<file path="src/rtl/dbmh_pkg.sv">
`timescale 1ns / 1ps

package dbmh_pkg;

  localparam int MAX_BINS_DEF = 64;

  localparam int SUM_W   = 48;
  localparam int HIT_W   = 32;
  localparam int MEAN_W  = 17;
  localparam int POS_W   = 32;
  localparam int STEP_W  = 6;

  localparam logic [MEAN_W-1:0] ONE_Q16 = 17'h10000;

  localparam logic REQ_ADD  = 1'b0;
  localparam logic REQ_READ = 1'b1;

  localparam logic REG_BIN_WIDTH = 1'b0;
  localparam logic REG_BIN_COUNT = 1'b1;

  localparam logic [STEP_W-1:0] DIST_STEPS = 6'd32;
  localparam logic [STEP_W-1:0] MEAN_STEPS = 6'd48;

  localparam logic [31:0] BIN_WIDTH_RST = 32'd1000;
  localparam logic [6:0]  BIN_COUNT_RST = 7'd64;

  typedef struct packed {
    logic              start;
    logic [STEP_W-1:0] steps;
    logic [SUM_W-1:0]  dividend;
    logic [HIT_W-1:0]  divisor;
  } div_req_t;

  typedef struct packed {
    logic             done;
    logic [SUM_W-1:0] quotient;
  } div_rsp_t;

endpackage

</file>
<file path="src/rtl/dbmh_div.sv">
`timescale 1ns / 1ps

module dbmh_div
  import dbmh_pkg::*;
(
  input  logic     clk,
  input  logic     rst,
  input  div_req_t req,
  output div_rsp_t rsp
);

  logic              busy;
  logic              done;
  logic [STEP_W-1:0] cnt;
  logic [HIT_W-1:0]  rem;
  logic [SUM_W-1:0]  dq;
  logic [HIT_W-1:0]  dvs;

  logic [HIT_W:0]    sh;
  logic [HIT_W+1:0]  diff;

  always_comb begin
    sh   = {rem, dq[SUM_W-1]};
    diff = {1'b0, sh} - {2'b00, dvs};
  end

  always_ff @(posedge clk) begin
    if (rst) begin
      busy <= 1'b0;
      done <= 1'b0;
      cnt  <= '0;
    end else begin
      done <= 1'b0;
      if (req.start) begin
        busy <= 1'b1;
        cnt  <= req.steps;
      end else if (busy) begin
        cnt <= cnt - 1'b1;
        if (cnt == 6'd1) begin
          busy <= 1'b0;
          done <= 1'b1;
        end
      end
    end
  end

  always_ff @(posedge clk) begin
    if (req.start) begin
      rem <= '0;
      dq  <= req.dividend;
      dvs <= req.divisor;
    end else if (busy) begin
      if (!diff[HIT_W+1]) begin
        rem <= diff[HIT_W-1:0];
      end else begin
        rem <= sh[HIT_W-1:0];
      end
      dq <= {dq[SUM_W-2:0], ~diff[HIT_W+1]};
    end
  end

  assign rsp.done     = done;
  assign rsp.quotient = dq;

endmodule

</file>
<file path="config.mk">
export PLATFORM = sky130hd
export DESIGN_NAME = dbmh_div
export DESIGN_NICKNAME = d
export VERILOG_FILES = /design/src/rtl/dbmh_pkg.sv /design/src/rtl/dbmh_div.sv
export SDC_FILE = /design/constraint.sdc
export NUM_CORES = 1
export LEC_CHECK = 0
export ABC_CLOCK_PERIOD_IN_PS = 3020
export BUFFER_PORTS_ARGS = -buffer_cell sky130_fd_sc_hd__buf_2
export CAP_MARGIN = 20
export CORE_MARGIN = 4
export CORE_UTILIZATION = 34
export CTS_CLUSTER_SIZE = 12
export DETAILED_ROUTE_END_ITERATION = 8
export GPL_ROUTABILITY_DRIVEN = 0
export PLACE_DENSITY = 0.63
export SLEW_MARGIN = 20
export SYNTH_ARGS = -nofsm -noshare
export SYNTH_HDL_FRONTEND = slang
export SYNTH_SLANG_ARGS = --single-unit
</file>
<file path="constraint.sdc">
create_clock -name clk -period 3.02 [get_ports clk]
set_clock_uncertainty 0.05 [all_clocks]
set_input_delay 0.604 -clock clk [delete_from_list [all_inputs] [get_ports clk]]
set_output_delay 0.604 -clock clk [all_outputs]
set_load 0.005 [all_outputs]
</file>
==> results of run 1 <==
## per-stage QoR
stage / power, uW / setup TNS (ps) / hold slack [ps] / util
floorplan: 2780 / 0 / 403 / -
global placement: 3090 / 0 / 427 / 0.402
detailed placement: 3100 / 0 / 438 / 0.402
CTS: 5210 / 0 / 287 / 0.434
global route: 5440 / -36.4 / 285 / 0.435
finish: 5150 / 0 / 303 / 0.435
## final timing paths
kind           start  endpoint
max           dq[47]   rem[30]
min           req[7]    dvs[7]
max reg2reg   dq[47]   rem[30]
min reg2reg  rem[23]   rem[23]
## logic make-up (layout without fill, tap and decap cells)
| group | after synthesis | count (layout) |
|---|---|---|
| fa+ha+maj | 35 | 35 |
| mux | 51 | 51 |
| simple gates | 175 | 175 |
| buf+inv | 69 | 225 |
| flops | 120 | 120 |
| xor+xnor | 32 | 32 |
| compound gates | 137 | 137 |
## worst max-delay path, delay by kind of cell, from the launching register on
family	cells	cell delay, ps
compound gates	7	1250
fa+ha+maj	2	570
flops	1	380
mux	1	350
buf+inv	2	120
## sequential cells by signal, summed over array words and instances, names as in the netlist
| signal | cells |
|---|---|
| busy | 1 |
| done | 1 |
| dvs | 32 |
| dq | 48 |
| rem | 32 |
| cnt | 6 |
## area by class of cell
class	count	area, sq um
multi-input cells	430	3070
clock buffers	18	429
fillers	1805	10600
well taps	260	325
inverters	40	150
flip-flops and latches	120	3200
clock inverters	14	175
repair buffers	153	846
## timing repair
| item | CTS | global route |
|---|---|---|
| buffers inserted | 0 | 2 |
| resized for setup | 1 | 3 |
| endpoints found under the setup margin | 1 | 13 |
| pin swaps | 0 | 4 |
## layer usage
layer | wire [um] | GRT usage
met2 | 7290 | 0.231
met3 | 610 | 0.0419
met4 | 316 | 0.0550
met1 | 6890 | 0.180
met5 | 0 | 0
## layout by cell type (no fill, tap or decap), types with 3 or more instances in the layout
| cell type | n |
|---|---|
| dfxtp_1 | 39 |
| clkinv_4 | 5 |
| bufinv_16 | 3 |
| o21bai_1 | 5 |
| a311oi_1 | 18 |
| clkbuf_16 | 17 |
| nor2b_1 | 4 |
| nor3_1 | 6 |
| mux2_2 | 49 |
| inv_1 | 39 |
| nand2_1 | 78 |
| o211ai_1 | 3 |
| ha_1 | 34 |
| and2_1 | 5 |
| o21ai_0 | 20 |
| nand3_1 | 7 |
| buf_4 | 14 |
| a21oi_1 | 36 |
| a211oi_1 | 7 |
| edfxtp_1 | 80 |
| buf_2 | 136 |
| a21oi_2 | 3 |
| nand4_1 | 5 |
| nor2_1 | 56 |
| buf_12 | 3 |
| a21o_1 | 12 |
| and3_1 | 4 |
| a31oi_1 | 5 |
| xor2_1 | 12 |
| xnor2_1 | 20 |
| nand2b_1 | 3 |
| o21a_1 | 5 |
## power breakdown
part / internal [uW] / switching [uW] / leakage, uW / total (uW)
combinational: 484 / 574 / 0.00204 / 1060
clock: 1300 / 776 / 0.000288 / 2080
sequential: 1930 / 85.0 / 0.00113 / 2020
total: 3720 / 1430 / 0.00345 / 5150
==> summary by stage, run 1 <==
Synthesis
The portion of synthesized area spent on multiplexers is 0.0872. In this run, synthesis produced a sequential element count of 120. The share of synthesized area in the top cell type comes to 0.366. Among all cell types in the netlist, the one instantiated most often is edfxtp_1. After synthesis, the share of flip-flops with an asynchronous set or reset is 0. Averaged over all synthesized cells, the footprint is 10.6 sq um.

The cell type contributing the most total cell area after synthesis is edfxtp_1. The gate count of the mapped netlist is 619. During synthesis, Yosys emitted a total of 0 warnings.

After synthesis the cells add up to 6560 sq um. The largest family of logic cells by synthesized area is compound AO/OA/AOI/OAI gates. The share of the yosys chip area belonging to registers is 0.489. By count the netlist is led by edfxtp_1, nand2_1, nor2_1. Yosys mapped the design onto 60 distinct sky130hd cell types. Of the total synthesized cell area, the portion taken by full adders, half adders and majority gates is 0.0680.

The most used flip-flop cell after synthesis is edfxtp_1. The number of enable flip-flop cells after synthesis is 80. The fraction of the mapped netlist area in compound gates was 0.153.

Sorting the synthesized cells by area gives the leading types as edfxtp_1, dfxtp_1, mux2_2. The xor/xnor share of the synthesized area is 0.0428. The number of nets handed over by synthesis was 743. Of the total synthesized cell area, the portion taken by AND, OR, NAND and NOR gates is 0.115.

Worst setup path
Data on the critical path is required at its endpoint by approximately 3300 ps. The worst-case register-to-register setup slack is 220 ps. The cell depth of the worst flop-to-flop path is 12. The critical path goes through inv_1, ha_1, inv_1, fa_1, a21oi_2, o21ai_0, a21oi_2, o31ai_4, a31o_2, a41oi_1, mux2_2, a31oi_1.

STA classifies the critical path endpoint as a flip-flop. The data arrival time of the critical path is about 3100 ps. The highest net fanout along the worst path is 6.

The kind of launch point of the worst setup path is a flip-flop. The worst-path cell with the longest stage delay is fa_1. The stage delay of the slowest cell on the critical path is about 400 ps. The startpoint-to-endpoint class of the critical path is reg -> reg.

Drt
Detailed routing inserted a total of 5,018 vias. The remaining design rule violation count is 0. The post-detailed-routing wire length is ~15 mm.

Using the TritonRoute via totals, the vias-per-cell ratio works out to 4.85. The detail-routed net length per standard cell is 14.6 um. For this run, the detailed router's first-pass iteration total came to 4. The iteration-0 DRC count of the detailed router is 288. In this run the remaining antenna-violating nets after routing total 0.

Clocking
The tree is rooted in a clkbuf_16. TritonCTS built the clock tree. Clock tree synthesis found a total of 120 sinks.

Buffers inserted during clock tree synthesis total 17. Clock latency on the worst-skew pair, taken at its later pin, is 420 ps. The CTS clock-pin slew for the worst setup and hold paths is 60 ps. Counting along the longest clock path gives a buffer depth of 2. In this run, post-CTS hold repair placed 0 buffers.

CTS built an H-tree with a depth of 4.

Placed design
Detailed placement ended at an HPWL of 10.6 mm. After detailed placement, the total cell area comes to between 7000 and 8000 sq um. The number of buffer cells added on primary ports is around 140.

The setup slack at placement is slightly above 10 ps. Including well taps, the total number of placed cells is 1,001.

Finish
The number of antenna cells inserted is 0. Excluding fillers, the count of instances in the completed layout stands at 1,035. In the final layout, the share of cells above drive strength 1 is 0.321. The net count of the finished layout is 886. From synthesis to final layout, the design area changed by 25.1%.

The cell area after layout is 8200 sq um.

STA
Setup repair after global routing could not meet its margin everywhere. The routed design could run at a clock period as short as around 2800 ps. The count of final max-slew check failures was 0. The final worst-path cycle share is 0.927. The timing-limited maximum frequency is 0.357 GHz. The number of endpoints failing setup at the final stage is 0. At the pin with the least slew margin, the transition time is 631 ps.

Measured against its own limit, the worst slew margin works out to 0.579. The final hold violation count is 0. The worst path setup slack after routing is about 220 ps.

GRT
In the global route stage, overall resource usage came out at 0.143. Summed over all layers, the global routing overflow is 0. The first global-routing pass estimated 24.8 mm of wire. The initial antenna violation count is 0. The largest net degree at the start of global routing is 125. The via count of the first global-routing pass is about 5,100.

Job
Max-cap violations in this run came to 0.

Floorplanning
The total area inside the core boundary comes to 18,800 sq um. For this design the top-level I/O count stands at 138. The floorplan step set the die height to 147 um. The die footprint is around 22,000 sq um. Row generation in the floorplan step produced 50 rows. For this configuration, the core starts out at a cell density of 0.348. The horizontal extent of the die is between 100 and 150 um.

Worst hold path
The cell depth of the worst min-delay path is 1. The worst min-delay path class is in -> reg.

Power and ir drop
For this design the static power due to leakage is about 0.0035 uW. VDD sags by at most 0.415 mV. The areal power density over the cells is 629 nW/um^2.

Run status
The run finished with clean final reports.
(Power assumes the default switching activity.)
==> inputs of run 2 (changes only) <==
- CORE_UTILIZATION: 34 -> 50
- PLACE_DENSITY: 0.63 -> 0.84
==> run 2 against run 1 <==
Net effect: die area decreased by 30%; wire length decreased by 1.6%; maximum frequency decreased by 1.6%; combinational power about the same; worst hold slack improved by 1.8 ps; setup slack got worse by 46 ps; sequential cell count unchanged; final cell count decreased by 8.8%; highest routed layer is now met5.
==> summary by stage, run 2 (same netlist as run 1, synthesis figures left out) <==
Floorplanning
The core area is 12,700 sq um. The initial utilization of the core area, before any placement, comes to 0.515. The floorplan has 41 rows. For this design the top-level I/O count stands at 138. The height of the die is 123 um.

The horizontal extent of the die is roughly 120 um. The die covers ~15,000 sq um.

Drt
In this run, the number of DRC markers left after iteration 0 of detailed routing was 270. The final antenna-violating net count is 0. After detailed routing, the number of vias per cell comes to ~5.4. The count of TritonRoute iterations in the first routing pass is 5. The via count is 5,108. In the routed design, unresolved DRC markers number 0.

After detailed routing, the average wire length per cell comes to 15.7 um. Wires add up to 14.9 mm.

Worst setup path
The endpoint of the worst register-to-register path is rem[0]. The cell depth of the worst flop-to-flop path is 11. The worst setup path is launched from a flip-flop. The required time of the critical path is 3290 ps. The worst setup path is captured at a flip-flop. The worst-case register-to-register setup slack is about 170 ps.

The data arrival time of the critical path is 3110 ps. The startpoint identified for the worst register-to-register timing path is dvs[10]. The startpoint-to-endpoint class of the critical path is reg -> reg. Along the worst path, the maximum fanout reaches 31.

Power and ir drop
The areal power density over the cells is 643 nW/um^2. The design draws 5210 uW. Summed over all nets, the switching power comes to 1450 uW.

The share of power burned in registers is 0.389. Summed over all cells, the static leakage comes to between 0.003 and 0.004 uW. Across the VDD grid, the largest voltage drop is 0.508 mV. The clock network fraction of total power is 0.408. The share of total power in combinational logic is 0.203. Of the total power, the share spent switching nets is 0.278.

Internal power comes to 3760 uW.

Worst hold path
The beginning of the worst hold path is req[26]. The cell depth of the worst min-delay path is 1. The min-delay analysis places its worst path in the category in -> reg. The hold-critical path endpoint is dvs[26].

GRT
The via count of the first global-routing pass is 5,092. The global-route usage over all layers is 0.208. The first global-routing pass estimated 24.3 mm of wire.

The largest net degree at the start of global routing is 125. The initial antenna violation count was 1. The total congestion overflow after global routing is 0.

Clocking
The clock tree synthesis step divided the H-tree into 4 levels. The TritonCTS clock tree is built. The later pin in the worst-skew pair is clocked with a latency of about 420 ps. The post-CTS setup buffer count is 0. The number of clock buffers inserted by TritonCTS is 17. The clock net sink count is 120. The buffer cell driving the clock tree root is clkbuf_16. The longest clock path from root to sink contains 2 buffers. The CTS clock-pin slew for the worst setup and hold paths is ~60 ps.

Placed design
The number of buffer cells added on primary ports is 137. The total half-perimeter wirelength after legalization and detailed placement is between 10 and 15 mm.

Run status
The run finished with clean final reports.

STA
The timing-limited maximum frequency is 0.351 GHz. The count of final max-slew check failures was 0. The final worst-path cycle share is 0.943.

The time the worst path needs with I/O delays and setup is around 2800 ps. The max-slew headroom at the worst pin is 0.541. The transition at the pin with the smallest max-transition slack is 688 ps. The final hold violation count is 0.

Setup repair after global routing could not meet its margin everywhere. Setup violations remaining at the end of the flow were counted as 0.

Finish
dq holds more flip-flops than any other register. Leaving out fill and tap cells, the most frequent cell in the layout is buf_2. The largest registers in the layout are dq x48, dvs x32, rem x32. The count of nets after finishing is 883. In the final layout, the share of cells above drive strength 1 is 0.324. The signed area change from the synthesized netlist to the final layout is 23.6%. The flip-flop count of the largest register after layout is 48.

In the layout the commonest cells are buf_2, edfxtp_1, nand2_1, nor2_1, mux2_2. The final standard cell utilization of the core is 0.637. The count of filler cells inserted in the layout is 1,046. The number of antenna diodes in the final layout is 0.

Job
Max-cap violations in this run came to 0.
-- run 2: power groups by stage --
stage / clock [uW] / sequential [uW] / combinational (uW)
after global routing: 2230 / 2050 / 1180
after CTS: 2160 / 2030 / 1050
after global placement: 0 / 2050 / 1020
after floorplan: 0 / 2040 / 735
after detailed placement: 0 / 2050 / 1040
final: 2130 / 2030 / 1060
-- run 2: worst max-delay path: stages (launching register included) --
cell	delay [ps]
edfxtp_1	320
inv_1	50
ha_1	370
and4_1	270
nand3_1	90
a21o_1	210
a31oi_4	240
o211ai_4	130
o311ai_4	380
buf_12	230
o21ai_0	110
a211oi_1	270
-- run 2: repair_timing --
action                                  CTS  global route
gates resized for setup                   0             6
hold buffers                              0             0
endpoints found under the setup margin    0            19
-- run 2: final cells by class --
cell class	count	area [sq um]	share of cell area
Sequential cell	120	3200	0.395
Multi-Input combinational cell	430	3090	0.381
Timing Repair Buffer	150	823	0.102
Clock buffer	19	453	0.0559
Tap cell	172	215	0.0266
Clock inverter	13	169	0.0208
Inverter	40	150	0.0185
-- run 2: worst max-delay path by stage --
stage,start,to,slack [ps],cells past startpoint
2_1_floorplan,dq[47],rem[30],120,12
3_5_place_dp,dq[47],rem[30],90,12
5_1_grt,dq[47],rem[18],-30,13
4_1_cts,dq[47],rem[30],70,12
6_report,dvs[10],rem[0],170,11
3_3_place_gp,dq[47],rem[30],130,12
-- run 2: layer usage --
| layer | global-route usage | share of wire | vias to the layer above |
|---|---|---|---|
| met4 | 0.0791 | 0.019 | 2 |
| met5 | 0 | 0.00087 | - |
| met1 | 0.249 | 0.41 | 2384 |
| met2 | 0.338 | 0.48 | 179 |
| li1 | - | - | 2520 |
| met3 | 0.0825 | 0.090 | 23 |
-- run 2: per-stage QoR --
| stage | hold slack (ps) | std cells | TNS, ps | worst slack (ps) | area, sq um |
|---|---|---|---|---|---|
| 5_1_grt | 288 | 944 | -49.7 | -33.4 | 8100 |
| 6_report | 305 | 944 | 0 | 173 | 8100 |
| 4_1_cts | 290 | 944 | 0 | 70.3 | 8070 |
| 2_1_floorplan | 403 | 619 | 0 | 116 | 6560 |
| 3_3_place_gp | 423 | 912 | 0 | 135 | 7450 |
| 3_5_place_dp | 439 | 912 | 0 | 85.9 | 7450 |
==> inputs of run 3 (changes only) <==
- ABC_CLOCK_PERIOD_IN_PS: 3020 -> 2480
- BUFFER_PORTS_ARGS: -buffer_cell sky130_fd_sc_hd__buf_2 -> unset
- CORE_UTILIZATION: 50 -> 58
- DONT_BUFFER_PORTS: unset -> 1
- PLACE_DENSITY: 0.84 -> 0.83
- clock period: 3.02 -> 2.48 ns (I/O delays scaled with it)
==> run 3 against run 2 <==
Net effect: register-to-register slack worse by 560 ps; the flow now finishes with violations (setup timing); largest power group is now sequential cells; sequential power rose by 23%; worst hold slack got worse by 220 ps; critical path depth up 2; count of clock-buffer cells in the layout shrank 1; die area is 13% lower; wire length rose by 14%; first-iteration DRC count increased by 13%; combinational power increased by 50%.
==> summary by stage, run 3 (same netlist as run 1, synthesis figures left out) <==
STA
Dividing the final minimum period by the clock period gives 1.15. For the pin with the worst max-slew slack, the measured transition is between 600 and 700 ps. The count of final max-slew check failures is 0. The time the worst path needs with I/O delays and setup is between 2000 and 3000 ps. Across all setup checks in the final design, the least slack found is -384 ps. In this run the tightest slew margin relative to its limit is 0.544.

Setup repair after global routing could not meet its margin everywhere. The final hold violation count is 0. The number of endpoints failing setup at the final stage is 33.

The setup total negative slack is -9090 ps. The timing-limited maximum frequency is 0.349 GHz.

Worst setup path
The origin of the worst setup path is dvs[10]. The worst-case register-to-register setup slack is -380 ps. Of all nets on the critical path, the largest fanout is 7. The stage delay of the slowest cell on the critical path is 350 ps. The source of the worst register-to-register timing path is dvs[10].

The buffer and inverter count on the worst path is 3. The worst register-to-register path has a depth of 13. The cell class contributing the biggest share of worst-path delay is compound AO/OA/AOI/OAI gates. The worst setup path is captured at a flip-flop. The data arrival time of the critical path is around 3100 ps. The endpoint of the worst register-to-register path is rem[17]. STA puts the critical path data required time at 2750 ps.

The slowest stage of the critical path belongs to the cell edfxtp_1. The kind of launch point of the worst setup path is a flip-flop. The startpoint-to-endpoint class of the critical path is reg -> reg. The critical path goes through inv_1, ha_4, buf_4, a21oi_1, nor2_1, a21oi_4, a31oi_4, o211ai_4, o31ai_4, nor3_4, buf_6, nand2_1, a311oi_1. The capturing element of the worst setup path is rem[17]. Counting buffers and inverters, the worst setup path is 13 cells deep.

Placed design
The number of buffer cells added on primary ports is 0. The post-detailed-placement cell area is between 7000 and 8000 sq um. After detailed placement, the design holds a cell count of approximately 800.

The total half-perimeter wirelength after legalization and detailed placement is 10.5 mm.

Clocking
The buffer cell driving the clock tree root is clkbuf_16. The CTS clock-pin slew for the worst setup and hold paths is 60 ps. The clock passes through at most 2 buffers.

At the later pin of the worst-skew pair, clock insertion delay measures 420 ps. The maximum level of the CTS H-tree is 4. The clock net sink count is 120. In this run, CTS created clock tree buffers numbering 17. The TritonCTS clock tree is built.

Run status
The run finished, with violations left. The checks that failed: setup timing.

Finish
The most flop-heavy register is dq. The register with the most flip-flops in the layout has 48 of them. The signed area change from the synthesized netlist to the final layout is 27.5%. In the final design database the tool counted around 830 nets. The cell area after layout is 8360 sq um. The storage element area is 3200 sq um. The ratio of cells with drive above 1 in the final layout is 0.365. The number of antenna diodes in the final layout is 0.

The largest registers in the layout are dq x48, dvs x32, rem x32. The most common cell after layout, fill and taps aside is buf_4. The filler cells instantiated in the layout total 685. Once layout is complete, the cells apart from fillers number around 860.

The area of combinational cells with multiple inputs is 3500 sq um. The library cells used most frequently in the layout, excluding fill and tap cells, are buf_4, edfxtp_1, nand2_1, nor2_1, mux2_2.

Drt
The remaining design rule violation count is 0. The iteration-0 DRC count of the detailed router is approximately 310. Wires add up to 17.0 mm. Before antenna repair, the detailed router went through 5 iterations. Across all layers, the routed design uses 5,191 vias. The per-cell via count in the routed design is 6.06.

In the final routed layout, each cell accounts on average for 19.9 um. The detail route stage leaves a number of antenna-violating nets equal to 0.

Floorplanning
For this design the top-level I/O count stands at 138. The horizontal extent of the die is between 100 and 150 um. The core area is 10,900 sq um. The die footprint is 13,100 sq um. The cell row count is 38.

For this configuration, the core starts out at a cell density of 0.599. The height of the die is 114 um.

GRT
The first global-routing pass estimated 25.7 mm of wire. The initial antenna violation count is 0. The largest net degree at the start of global routing is approximately 130. The total congestion overflow after global routing is 0. The via count of the first global-routing pass is 5,226. For this run, the total global-route usage over all layers was measured as 0.249.

Power and ir drop
Power spread over the standard cell area amounts to 779 nW/um^2. The share of total power in combinational logic is 0.245. The cell internal power dissipation is approximately 4600 uW. The share of power burned in registers is 0.385. Power comes to 6510 uW. The switching power is ~1900 uW. The switching share of power is 0.292. The static leakage power is 0.00334 uW. The worst-case IR drop observed on VDD is 0.663 mV.

The clock network fraction of total power is 0.371.

Worst hold path
The worst hold path belongs to the class in -> reg. The beginning of the worst hold path is rst.

Job
The tool flagged a number of max-cap violations equal to 0.
-- run 3: repair_timing --
| action | 4_1_cts | 5_1_grt |
|---|---|---|
| setup buffers | 8 | 10 |
| hold buffers | 0 | 0 |
| setup endpoints to repair | 33 | 33 |
| pin swaps | 34 | 22 |
| cloned | 2 | 0 |
| gates resized for setup | 35 | 55 |
-- run 3: area by class of cell --
cell class	instances	share of cell area
inverters	40	0.0180
flip-flops and latches	120	0.383
clock inverters	14	0.0178
well taps	140	0.0210
clock buffers	18	0.0514
repair buffers	94	0.0900
multi-input cells	430	0.418
-- run 3: worst min path at each step --
stage	to	slack, ps	cells after the start
2_1_floorplan	rem[23]	400	2
3_3_place_gp	rem[13]	430	2
3_5_place_dp	rem[18]	440	2
4_1_cts	cnt[5]	80	1
5_1_grt	busy	80	1
6_report	cnt[5]	90	1
-- run 3: per-stage QoR --
stage	utilization	worst slack (ps)	hold WS, ps
floorplan	-	-126	403
CTS	0.738	-305	79.0
finish	0.764	-384	89.1
global route	0.764	-465	79.0
detailed placement	0.665	-313	435
global placement	0.665	-117	428
-- run 3: power by group through the flow --
stage | registers [uW] | clock network (uW) | logic (uW)
finish | 2500 | 2410 | 1590
global route | 2520 | 2550 | 1720
CTS | 2500 | 2430 | 1420
detailed placement | 2530 | 0 | 1300
global placement | 2520 | 0 | 1250
floorplan | 2490 | 0 | 948
-- run 3: metal layers --
| layer | vias to the layer above | wire, um | GRT usage |
|---|---|---|---|
| met1 | 2490 | 6660 | 0.297 |
| met4 | 0 | 429 | 0.0665 |
| met2 | 238 | 8590 | 0.425 |
| met5 | - | 0 | 0 |
| li1 | 2411 | - | - |
| met3 | 52 | 1340 | 0.0893 |
